--- src/hw/rtl/ipl_pkg.sv ---
// Shared types and constants for the image plane layout block.
// No dependencies; every other file of the block imports this package.
package ipl_pkg;

   localparam int unsigned WIDTH_W   = 16;
   localparam int unsigned HEIGHT_W  = 16;
   localparam int unsigned ADDR_W    = 48;
   localparam int unsigned LINE_W    = 19;
   localparam int unsigned PROD_W    = 35;
   localparam int unsigned SIZE_W    = 36;
   localparam int unsigned TOTAL_W   = 37;
   localparam int unsigned CSR_IDX_W = 3;
   localparam int unsigned CSR_DAT_W = 12;
   localparam int unsigned PLANES    = 4;

   localparam logic [PROD_W-1:0] PALETTE_BYTES = PROD_W'(256 * 4);

   typedef enum logic [1:0] {
      KIND_PLANAR    = 2'd0,
      KIND_BITSTREAM = 2'd1,
      KIND_PALETTE   = 2'd2,
      KIND_HWACCEL   = 2'd3
   } kind_type;

   typedef enum logic [CSR_IDX_W-1:0] {
      REG_STEPS   = 3'd0,
      REG_PLANES  = 3'd1,
      REG_SHIFT_W = 3'd2,
      REG_SHIFT_H = 3'd3,
      REG_KIND    = 3'd4
   } csr_index_type;

   typedef struct packed {
      logic [11:0] steps;
      logic [7:0]  planes;
      logic [1:0]  shift_w;
      logic [1:0]  shift_h;
      kind_type    kind;
   } cfg_type;

   typedef struct packed {
      kind_type                      kind;
      logic [1:0]                    last_plane;
      logic [PLANES-1:0][LINE_W-1:0] line;
      logic [HEIGHT_W-1:0]           h_full;
      logic [HEIGHT_W-1:0]           h_sub;
      logic [ADDR_W-1:0]             base;
   } desc_type;

endpackage

--- src/hw/rtl/image_plane_layout.sv ---
// Top level of the image plane layout block: format registers, front end,
// descriptor queue and back end. Depends on ipl_pkg and the ipl_* modules.
//
// Each image yields one beat per plane (one to four, two for paletted
// formats, one error beat for hardware formats), issued one beat per clock
// by the back end's plane walker. An accepted image is written to the queue,
// then passes through the back end's stage-one and result registers. A
// two-entry queue lets new images be taken while earlier ones are still
// being emitted; busy rises only when that queue is full. Result beats
// cannot be held off. Format registers are always ready and must only be
// written while no image is in flight.
module image_plane_layout (
   input  logic                             clock,
   input  logic                             reset,
   input  logic                             start,
   output logic                             busy,
   input  logic [ipl_pkg::WIDTH_W-1:0]      req_width,
   input  logic [ipl_pkg::HEIGHT_W-1:0]     req_height,
   input  logic [ipl_pkg::ADDR_W-1:0]       req_base_address,
   output logic                             rsp_valid,
   output logic [1:0]                       rsp_plane_index,
   output logic [ipl_pkg::LINE_W-1:0]       rsp_line_bytes,
   output logic [ipl_pkg::ADDR_W-1:0]       rsp_plane_address,
   output logic [ipl_pkg::SIZE_W-1:0]       rsp_plane_bytes,
   output logic [ipl_pkg::TOTAL_W-1:0]      rsp_total_bytes,
   output logic                             rsp_format_error,
   output logic                             rsp_last,
   input  logic                             csr_valid,
   output logic                             csr_ready,
   input  logic [ipl_pkg::CSR_IDX_W-1:0]    csr_index,
   input  logic [ipl_pkg::CSR_DAT_W-1:0]    csr_wdata
);
   import ipl_pkg::*;

   cfg_type  cfg_ff, cfg_in;
   desc_type front_desc;
   desc_type head;
   logic     q_full;
   logic     q_not_empty;
   logic     q_pop;
   logic     accept;

   assign csr_ready = 1'b1;
   assign busy      = q_full;
   assign accept    = start && !q_full;

   always_comb begin
      cfg_in = cfg_ff;
      if (csr_valid) begin
         unique case (csr_index_type'(csr_index))
            REG_STEPS:   cfg_in.steps   = csr_wdata[11:0];
            REG_PLANES:  cfg_in.planes  = csr_wdata[7:0];
            REG_SHIFT_W: cfg_in.shift_w = csr_wdata[1:0];
            REG_SHIFT_H: cfg_in.shift_h = csr_wdata[1:0];
            REG_KIND:    cfg_in.kind    = kind_type'(csr_wdata[1:0]);
            default:     cfg_in = cfg_ff;
         endcase
      end
   end

   always_ff @(posedge clock) begin
      if (reset) begin
         cfg_ff <= '{steps: '0, planes: '0, shift_w: '0, shift_h: '0, kind: KIND_PLANAR};
      end else begin
         cfg_ff <= cfg_in;
      end
   end

   ipl_front u_front (
      .cfg          (cfg_ff),
      .width        (req_width),
      .height       (req_height),
      .base_address (req_base_address),
      .desc         (front_desc)
   );

   ipl_queue u_queue (
      .clock     (clock),
      .reset     (reset),
      .push      (accept),
      .push_data (front_desc),
      .pop       (q_pop),
      .full      (q_full),
      .not_empty (q_not_empty),
      .head      (head)
   );

   ipl_back u_back (
      .clock             (clock),
      .reset             (reset),
      .head_valid        (q_not_empty),
      .head              (head),
      .pop               (q_pop),
      .rsp_valid         (rsp_valid),
      .rsp_plane_index   (rsp_plane_index),
      .rsp_line_bytes    (rsp_line_bytes),
      .rsp_plane_address (rsp_plane_address),
      .rsp_plane_bytes   (rsp_plane_bytes),
      .rsp_total_bytes   (rsp_total_bytes),
      .rsp_format_error  (rsp_format_error),
      .rsp_last          (rsp_last)
   );

endmodule

--- src/hw/rtl/ipl_front.sv ---
// Front end: classifies an accepted image against the format registers.
// Depends on ipl_pkg; produces one plane descriptor for the queue.
module ipl_front (
   input  ipl_pkg::cfg_type                 cfg,
   input  logic [ipl_pkg::WIDTH_W-1:0]      width,
   input  logic [ipl_pkg::HEIGHT_W-1:0]     height,
   input  logic [ipl_pkg::ADDR_W-1:0]       base_address,
   output ipl_pkg::desc_type                desc
);
   import ipl_pkg::*;

   function automatic logic [15:0] ceil_shift(input logic [15:0] v, input logic [1:0] s);
      logic [15:0] mask;
      begin
         case (s)
            2'd0:    mask = 16'h0000;
            2'd1:    mask = 16'h0001;
            2'd2:    mask = 16'h0003;
            default: mask = 16'h0007;
         endcase
         ceil_shift = (v >> s) + 16'(|(v & mask));
      end
   endfunction

   logic [3:0]  peak_step [PLANES];
   logic [1:0]  max_comp [PLANES];
   logic        present  [PLANES];
   logic [3:0]  step;
   logic [1:0]  plane;
   logic [1:0]  sw;
   logic [15:0] w_sub;
   logic [19:0] bit_prod;
   logic [1:0]  last_plane;

   always_comb begin
      for (int p = 0; p < PLANES; p++) begin
         peak_step[p] = 4'd0;
         max_comp[p] = 2'd0;
         present[p]  = 1'b0;
      end
      for (int c = 0; c < PLANES; c++) begin
         step  = {1'b0, cfg.steps[3*c +: 3]} + 4'd1;
         plane = cfg.planes[2*c +: 2];
         present[plane] = 1'b1;
         if (step > peak_step[plane]) begin
            peak_step[plane] = step;
            max_comp[plane] = 2'(c);
         end
      end

      bit_prod = (20'(width) * 20'({1'b0, cfg.steps[2:0]} + 4'd1)) + 20'd7;

      for (int p = 0; p < PLANES; p++) begin
         sw    = (max_comp[p] == 2'd1 || max_comp[p] == 2'd2) ? cfg.shift_w : 2'd0;
         w_sub = ceil_shift(width, sw);
         if (cfg.kind == KIND_BITSTREAM) begin
            desc.line[p] = (p == 0) ? LINE_W'(bit_prod >> 3) : '0;
         end else begin
            desc.line[p] = LINE_W'(20'(peak_step[p]) * 20'(w_sub));
         end
      end

      if (!present[1]) begin
         last_plane = 2'd0;
      end else if (!present[2]) begin
         last_plane = 2'd1;
      end else if (!present[3]) begin
         last_plane = 2'd2;
      end else begin
         last_plane = 2'd3;
      end

      case (cfg.kind)
         KIND_HWACCEL: desc.last_plane = 2'd0;
         KIND_PALETTE: desc.last_plane = 2'd1;
         default:      desc.last_plane = last_plane;
      endcase

      desc.kind   = cfg.kind;
      desc.h_full = height;
      desc.h_sub  = ceil_shift(height, cfg.shift_h);
      desc.base   = base_address;
   end

endmodule

--- src/hw/rtl/ipl_queue.sv ---
// Two-entry queue of plane descriptors between the front and back ends.
// Depends on ipl_pkg for the descriptor type.
module ipl_queue (
   input  logic               clock,
   input  logic               reset,
   input  logic               push,
   input  ipl_pkg::desc_type  push_data,
   input  logic               pop,
   output logic               full,
   output logic               not_empty,
   output ipl_pkg::desc_type  head
);
   import ipl_pkg::*;

   desc_type   entry_ff [2];
   logic       wr_ptr_ff, wr_ptr_in;
   logic       rd_ptr_ff, rd_ptr_in;
   logic [1:0] count_ff, count_in;

   always_comb begin
      wr_ptr_in = push ? ~wr_ptr_ff : wr_ptr_ff;
      rd_ptr_in = pop ? ~rd_ptr_ff : rd_ptr_ff;
      count_in  = count_ff + 2'(push) - 2'(pop);
   end

   assign full      = (count_ff == 2'd2);
   assign not_empty = (count_ff != 2'd0);
   assign head      = entry_ff[rd_ptr_ff];

   always_ff @(posedge clock) begin
      if (reset) begin
         wr_ptr_ff <= 1'b0;
         rd_ptr_ff <= 1'b0;
         count_ff  <= 2'd0;
      end else begin
         wr_ptr_ff <= wr_ptr_in;
         rd_ptr_ff <= rd_ptr_in;
         count_ff  <= count_in;
      end
   end

   always_ff @(posedge clock) begin
      if (push) begin
         entry_ff[wr_ptr_ff] <= push_data;
      end
   end

endmodule

--- src/hw/rtl/ipl_back.sv ---
// Back end: walks the planes of the head descriptor, one per cycle, sizing
// each plane and then placing it in memory. Depends on ipl_pkg.
module ipl_back (
   input  logic                            clock,
   input  logic                            reset,
   input  logic                            head_valid,
   input  ipl_pkg::desc_type               head,
   output logic                            pop,
   output logic                            rsp_valid,
   output logic [1:0]                      rsp_plane_index,
   output logic [ipl_pkg::LINE_W-1:0]      rsp_line_bytes,
   output logic [ipl_pkg::ADDR_W-1:0]      rsp_plane_address,
   output logic [ipl_pkg::SIZE_W-1:0]      rsp_plane_bytes,
   output logic [ipl_pkg::TOTAL_W-1:0]     rsp_total_bytes,
   output logic                            rsp_format_error,
   output logic                            rsp_last
);
   import ipl_pkg::*;

   logic [1:0]          plane_ff, plane_in;
   logic                s1_valid_ff, s1_valid_in;
   logic [1:0]          s1_plane_ff, s1_plane_in;
   logic [LINE_W-1:0]   s1_line_ff, s1_line_in;
   logic [PROD_W-1:0]   s1_size_ff, s1_size_in;
   logic [ADDR_W-1:0]   s1_base_ff, s1_base_in;
   logic                s1_first_ff, s1_first_in;
   logic                s1_last_ff, s1_last_in;
   logic                s1_err_ff, s1_err_in;
   logic                s1_round_ff, s1_round_in;
   logic [HEIGHT_W-1:0] h;

   logic [ADDR_W-1:0]   acc_addr_ff, acc_addr_in;
   logic [TOTAL_W-1:0]  acc_total_ff, acc_total_in;
   logic [SIZE_W-1:0]   size2;
   logic [ADDR_W-1:0]   addr2;
   logic [TOTAL_W-1:0]  total2;

   logic                rsp_valid_ff;
   logic [1:0]          rsp_plane_ff;
   logic [LINE_W-1:0]   rsp_line_ff;
   logic [ADDR_W-1:0]   rsp_addr_ff;
   logic [SIZE_W-1:0]   rsp_size_ff;
   logic [TOTAL_W-1:0]  rsp_total_ff;
   logic                rsp_err_ff;
   logic                rsp_last_ff;

   always_comb begin
      h           = (plane_ff == 2'd1 || plane_ff == 2'd2) ? head.h_sub : head.h_full;
      s1_valid_in = head_valid;
      s1_plane_in = plane_ff;
      s1_base_in  = head.base;
      s1_first_in = (plane_ff == 2'd0);
      s1_last_in  = (plane_ff == head.last_plane);
      s1_err_in   = (head.kind == KIND_HWACCEL);
      s1_round_in = (head.kind == KIND_PALETTE) && (plane_ff == 2'd0);
      if (head.kind == KIND_HWACCEL) begin
         s1_line_in = '0;
         s1_size_in = '0;
      end else if (head.kind == KIND_PALETTE && plane_ff != 2'd0) begin
         s1_line_in = '0;
         s1_size_in = PALETTE_BYTES;
      end else begin
         s1_line_in = head.line[plane_ff];
         s1_size_in = PROD_W'(head.line[plane_ff]) * PROD_W'(h);
      end
      pop      = head_valid && s1_last_in;
      plane_in = pop ? 2'd0 : (head_valid ? plane_ff + 2'd1 : plane_ff);
   end

   always_comb begin
      size2 = s1_round_ff ? ((SIZE_W'(s1_size_ff) + SIZE_W'(3)) & ~SIZE_W'(3))
                          : SIZE_W'(s1_size_ff);
      if (s1_err_ff) begin
         addr2  = '0;
         total2 = '0;
      end else if (s1_first_ff) begin
         addr2  = s1_base_ff;
         total2 = TOTAL_W'(size2);
      end else begin
         addr2  = acc_addr_ff;
         total2 = acc_total_ff + TOTAL_W'(size2);
      end
      acc_addr_in  = s1_valid_ff ? addr2 + ADDR_W'(size2) : acc_addr_ff;
      acc_total_in = s1_valid_ff ? total2 : acc_total_ff;
   end

   always_ff @(posedge clock) begin
      if (reset) begin
         plane_ff     <= 2'd0;
         s1_valid_ff  <= 1'b0;
         rsp_valid_ff <= 1'b0;
      end else begin
         plane_ff     <= plane_in;
         s1_valid_ff  <= s1_valid_in;
         rsp_valid_ff <= s1_valid_ff;
      end
   end

   always_ff @(posedge clock) begin
      s1_plane_ff  <= s1_plane_in;
      s1_line_ff   <= s1_line_in;
      s1_size_ff   <= s1_size_in;
      s1_base_ff   <= s1_base_in;
      s1_first_ff  <= s1_first_in;
      s1_last_ff   <= s1_last_in;
      s1_err_ff    <= s1_err_in;
      s1_round_ff  <= s1_round_in;
      acc_addr_ff  <= acc_addr_in;
      acc_total_ff <= acc_total_in;
      rsp_plane_ff <= s1_plane_ff;
      rsp_line_ff  <= s1_line_ff;
      rsp_addr_ff  <= addr2;
      rsp_size_ff  <= size2;
      rsp_total_ff <= total2;
      rsp_err_ff   <= s1_err_ff;
      rsp_last_ff  <= s1_last_ff;
   end

   assign rsp_valid         = rsp_valid_ff;
   assign rsp_plane_index   = rsp_plane_ff;
   assign rsp_line_bytes    = rsp_line_ff;
   assign rsp_plane_address = rsp_addr_ff;
   assign rsp_plane_bytes   = rsp_size_ff;
   assign rsp_total_bytes   = rsp_total_ff;
   assign rsp_format_error  = rsp_err_ff;
   assign rsp_last          = rsp_last_ff;

endmodule

--- config.mk ---
export PLATFORM = sky130hd
export DESIGN_NAME = image_plane_layout
export DESIGN_NICKNAME = d
export VERILOG_FILES = /design/src/hw/rtl/ipl_pkg.sv /design/src/hw/rtl/image_plane_layout.sv /design/src/hw/rtl/ipl_front.sv /design/src/hw/rtl/ipl_queue.sv /design/src/hw/rtl/ipl_back.sv
export SDC_FILE = /design/constraint.sdc
export NUM_CORES = 2
export LEC_CHECK = 0
export ABC_AREA = 0
export BUFFER_PORTS_ARGS = -buffer_cell sky130_fd_sc_hd__buf_2
export CAP_MARGIN = 20
export CORE_MARGIN = 5
export CORE_UTILIZATION = 65
export CTS_BUF_LIST = sky130_fd_sc_hd__clkbuf_4
export DETAILED_ROUTE_END_ITERATION = 10
export GPL_ROUTABILITY_DRIVEN = 0
export PLACE_DENSITY = 0.86
export SYNTH_ARGS = -nofsm -noshare
export SYNTH_HDL_FRONTEND = slang
export SYNTH_HIERARCHICAL = 1
export SYNTH_SLANG_ARGS = --single-unit
--- constraint.sdc ---
create_clock -name clock -period 15.12 [get_ports clock]
set_input_delay 3.024 -clock clock [delete_from_list [all_inputs] [get_ports clock]]
set_output_delay 3.024 -clock clock [all_outputs]
set_load 0.02 [all_outputs]
# Yosys cells after proc, flatten, opt, wreduce, memory -nomap -nowiden
# Memory sizes are Yosys's and may differ from the RTL's. A register that Yosys moved wholly into a read port is not among the register bits.
# Index checks and enable logic that the tools add are counted.
[totals]
reg_bits = 371
ramBits = 320
inputBits = 99
out_inout_bits = 147
wordCells = 230
mem_count = 1
[classes]
addsub = 17
mul = 6
magnitude_cmp = 13
eq_ne = 31
n_shift = 5
n_mux = 74
bitwise_logic = 19
reduce_logical = 35
[memory_table]
columns = ["name", "words", "width", "read_ports", "rd_ports_with_merged_regs", "wr", "line", "source"]
rows = [
  ["u_queue.entry_ff", 2, 160, 1, 1, 1, "ipl_queue.sv:15", "desc_type entry_ff [2];"],
]
[ops]
columns = ["operator", "n"]
rows = [
  ["$mux W48", 2],
  ["$mux W19", 5],
  ["$add A16 B1 Y16", 5],
  ["$and A16 B3 Y16", 5],
  ["$mux W16", 5],
  ["$reduce_or A16 Y1", 5],
  ["$shr A16 B2 Y16", 5],
  ["$mul A4 B16 Y19", 4],
  ["$mux W37", 2],
  ["$add A48 B36 Y48", 1],
  ["$bwmux W16", 3],
  ["$mux W4", 12],
  ["$pmux W3 S3", 5],
  ["$bmux W19 S2", 1],
  ["$add A37 B36 Y37", 1],
  ["$add A35 B2 Y36 const B", 1],
  ["$mux W36", 1],
  ["$mul A19 B16 Y35", 1],
  ["$bmux W4 S2", 4],
  ["$demux W4 S2", 4],
  ["$eq A2 B2 Y1 const B", 15],
  ["$eq A2 B1 Y1 const B", 11],
  ["$add A20 B3 Y20 const B", 1],
  ["$add A3 B1 Y4 const B", 5],
  ["other kinds (36)", 96],
]

# Longest topological paths before layout
[depth]
ltp_word = 32
ltp_mapped = 55
depth_no_buf = 51

# By module
# The synthesis kept the hierarchy.
[modules_own_cells]
columns = ["mod", "instances", "cells_per_inst", "area_per_inst_um2", "seq_area_each_um2"]
rows = [
  ["ipl_back", 1, 2555, 24494.7, 7677.4],
  ["ipl_front", 1, 2235, 16045.4, 0.0],
  ["ipl_queue", 1, 519, 12170.4, 9709.3],
  ["image_plane_layout", 1, 105, 1133.6, 520.5],
]

# Worst setup path before layout
# No wires, ideal clock.
[synth_path]
path_type = "flip-flop to flip-flop"
startpoint = "reg cfg_ff[14] (netlist name)"
endpoint = "mem u_queue/entry_ff[0][136] (netlist name), data pin"
t_arrival_ns = 11.353
required_ns = 14.848
path_slack_ns = 3.494
stages_incl_launch_ff = 51
synth_period_minus_slack_ns = 11.626
cell_sequence = "dfxtp_1 > clkbuf_1 > and3_1 > clkbuf_1 > clkbuf_1 > nand2_1 > ha_1 > and4_4 > nor2_1 > a21boi_1 > clkbuf_1 > o31ai_1 > mux4_2 > inv_1 > ha_1 > and2b_1 > o211a_2 > o21ai_1 > [... 15 more ...] > o2111ai_4 > or3_1 > or4b_4 > nand3_2 > nor2_1 > fa_1 > inv_1 > fa_1 > inv_1 > ha_1 > or2_2 > a21oi_1 > a21oi_1 > a31oi_1 > o21bai_1 > a21oi_1 > o21ai_1 > nor3b_1"
[synth_lines]
columns = ["item", "line", "source"]
rows = [
  ["start: declaration", "image_plane_layout.sv:35", "cfg_type cfg_ff, cfg_in;"],
  ["start signal: assignment", "image_plane_layout.sv:63", "cfg_ff <= '{steps: '0, planes: '0, shift_w: '0, shift_h: '0, kind: KIND_PLANAR};"],
  ["start signal: assignment", "image_plane_layout.sv:65", "cfg_ff <= cfg_in;"],
  ["end: declaration", "ipl_queue.sv:15", ""],
]

==> summary.txt <==
Outcome
  • Status: finished, final reports clean

Critical path
  • Critical Path Stages: 44
  • Worst R2R Path Depth: between 40 and 50
  • End of the critical path: u_queue/entry_ff[0][117]$_DFFE_PP_
  • Worst Path Arrival: about 15 ns
  • CP max FO: 26
  • Critical Path Most Common Cell: ha_1
  • Critical Path End Type: register
  • CP Class: reg -> reg
  • Buffers & Inverters on Critical Path: 5
  • Reg2Reg Setup Slack: 1.18 ns
  • Family with the most delay on the worst path: compound AO/OA/AOI/OAI gates
  • Required time of the critical path: 16.01 ns
  • Crit path launch type: register
  • R2r startpoint: cfg_ff[14]$_SDFFE_PP0P_
  • R2r endpoint: u_queue/entry_ff[0][117]$_DFFE_PP_
  • CP startpoint: cfg_ff[14]$_SDFFE_PP0P_
  • Max incr delay on CP: 0.93 ns
  • CP max stage cell: dfxtp_1

Clock network
  • Clock Latency Late Sink: 1.12 ns
  • CTS sink count: 692
  • H-Tree Depth: 4
  • Clock Tree Buf Depth: 3
  • CTS tree: built
  • Total setup buffers inserted after CTS: 0
  • Root Buffer: clkbuf_4
  • Clock slew at reported path FFs: 0.07 ns
  • PostCTS Resize Cnt: 0
  • CTS Buf Count: roughly 180
  • # hold bufs at CTS: 0

Cells and area
  • Final cell count without fillers: roughly 6800
  • Fraction of layout cells with a size suffix above 1: 0.1628
  • Filler Cell Count: about 5700
  • Synth-to-layout area growth: 7.527%
  • Nets: 6433
  • Fin area: 57900 um2

Die
  • Cell row count: 105
  • I/O Pins: between 200 and 250
  • Die footprint: between 80000 and 90000 um2
  • Initial core utilization: 0.6558
  • Core Box Area: slightly above 80000 um2
  • Die Height: 297.8 um
  • Die X: between 200 and 300 um

Placed design
  • Port bufs: around 240
  • Area after DPL: 55490 um2
  • Inst Count DP: 6513
  • Hpwl dp: 105.7 mm

Drt
  • Drt pass-1 iters: 6
  • Drt wl/cell: 20.77 um
  • DRC violations left: 0
  • DRT antenna net count: 0
  • Starting DRT DRC Count: 4446
  • Post-Route WL: 142.1 mm
  • Via count: 41770
  • Vias/cell: 6.104

Synth
  • FF+latch count, synth: just under 700
  • Most frequent cells after synthesis: nor2_1, inv_1, nand2_1
  • Most frequent cell after synthesis: nor2_1
  • Top-area cell type share of the netlist area: 0.2259
  • Seq/Total Area, Yosys: 0.3326
  • Synth Instances: 5414
  • Mapped Area: 53840 um2
  • Post-synth EDFFs: about 410
  • Synth top area cells: edfxtp_1, fa_1, dfxtp_1, ha_1, nor2_1
  • Largest area contributor in the netlist: edfxtp_1
  • Yosys warns: 6
  • Top_reg_cell synth: edfxtp_1
  • Netlist cell types: about 120
  • Asr flop ratio synth: 0
  • Syn_area_per_cell: approximately 10 um2
  • Syn_nets: 6226

Timing
  • Worst slew pin tran: 1.162 ns
  • Setup tns final: 0 ns
  • Clock skew: 0.1147 ns
  • Rel. slew slack: 0.2232
  • Hold Vio Cnt, Final: 0
  • Final worst path period share: 0.9220
  • Unrepaired setup endpoints after global routing: false
  • F_max: 71.73 MHz
  • Endpoints failing setup: 0
  • Min Tclk post-route: 13.94 ns
  • Final slew viol count: 0

Global route
  • First-pass GRT wire length: 224.5 mm
  • Tot GR Track Use: 0.3140
  • Largest net degree at the start of global routing: 111
  • Initial antenna violation count: 5
  • Remaining Overflow, GRT: 0
  • Number of global-route vias before repair: 42400

Worst hold path
  • Hold Crit Class: reg -> reg

Run
  • Max Cap Viol: 0
## layout make-up
type,instances,area [um2],area share
repair buffers,303,1697,0.02930
diodes,5,12.51,0.0002161
well taps,1070,1339,0.02312
clock inverters,61,416.7,0.007196
clock buffers,263,1974,0.03410
inverters,589,2211,0.03819
flip-flops and latches,692,17920,0.3095
multi-input cells,3860,32330,0.5583
## layout by cell type (no fill, tap or decap), drive strengths merged, types with 47 or more instances in the layout
cell type,netlist,final
nor2,627,627
inv,586,593
nand2,469,469
edfxtp,405,405
fa,379,379
ha,334,334
buf,129,303
dfxtp,287,287
clkbuf,144,263
a21oi,217,217
mux2,216,216
mux2i,180,180
o21ai,163,163
xnor2,144,144
nand2b,114,114
xor2,108,108
nor2b,88,88
a21o,77,77
nor3,75,75
nand3,70,70
clkinv,3,52
and2,47,47
## worst min-delay path by stage
stage / startpoint / end / slack [ns] / cells after the start
CTS: u_back/s1_line_ff[8]$_SDFF_PP0_ / u_back/rsp_line_bytes[8]$_DFF_P_ / 0.31 / 0
finish: u_back/s1_line_ff[8]$_SDFF_PP0_ / u_back/rsp_line_bytes[8]$_DFF_P_ / 0.31 / 0
floorplan: u_back/s1_last_ff$_DFF_P_ / u_back/rsp_last$_DFF_P_ / 0.31 / 0
detailed placement: u_back/s1_line_ff[6]$_SDFF_PP0_ / u_back/rsp_line_bytes[6]$_DFF_P_ / 0.31 / 0
global route: u_back/s1_line_ff[8]$_SDFF_PP0_ / u_back/rsp_line_bytes[8]$_DFF_P_ / 0.34 / 0
global placement: u_back/s1_line_ff[18]$_SDFF_PP0_ / u_back/rsp_line_bytes[18]$_DFF_P_ / 0.31 / 0
## cell families (layout without fill, tap and decap cells)
family,after synthesis,count (layout),synth area share
AND/OR/NAND/NOR,1686,1686,0.1449
other,1,6,0.00006965
multiplexers,415,415,0.09355
flip-flops,692,692,0.3326
adder cells (fa/ha/maj),713,713,0.2185
buffers and inverters,862,1216,0.06776
AO/OA/AOI/OAI,792,792,0.1012
XOR/XNOR,253,253,0.04141
## worst reg2reg max path: cells and delay by family, from the launching register on
| family | cells | cell delay (ns) |
|---|---|---|
| AO/OA/AOI/OAI | 17 | 5.60 |
| adder cells (fa/ha/maj) | 7 | 2.54 |
| AND/OR/NAND/NOR | 11 | 2.44 |
| multiplexers | 3 | 1.41 |
| flip-flops | 1 | 0.93 |
| buffers and inverters | 5 | 0.49 |
| XOR/XNOR | 1 | 0.39 |
## stage by stage
step	util	hold slack, ns	setup slack (ns)
final	0.7051	0.3091	1.179
after global routing	0.7051	0.3355	0.6714
after CTS	0.7049	0.3100	1.690
after detailed placement	0.6757	0.3121	1.774
after global placement	0.6752	0.3103	2.219
after floorplan	-	0.3096	3.494
## layer usage
metal | GRT usage | wire [um]
met4 | 0.1669 | 8130
met1 | 0.3792 | 51890
met5 | 0 | 27
met2 | 0.5260 | 68010
met3 | 0.07369 | 14050
## state kept, by name, summed over array words and instances (netlist names), 2 cells and up, named ones only
register	cells
u_back/s1_line_ff	19
u_back/acc_addr_ff	48
u_back/rsp_total_bytes	37
u_queue/entry_ff	320
u_queue/count_ff	2
u_back/rsp_line_bytes	19
u_back/s1_size_ff	35
u_back/rsp_plane_bytes	36
cfg_ff	26
u_back/acc_total_ff	37
u_back/s1_plane_ff	2
u_back/rsp_plane_address	48
u_back/s1_base_ff	48
u_back/plane_ff	2
u_back/rsp_plane_index	2
Power is not shown: default switching activity piles up to over one toggle a cycle in this logic, so the estimate is an artifact.
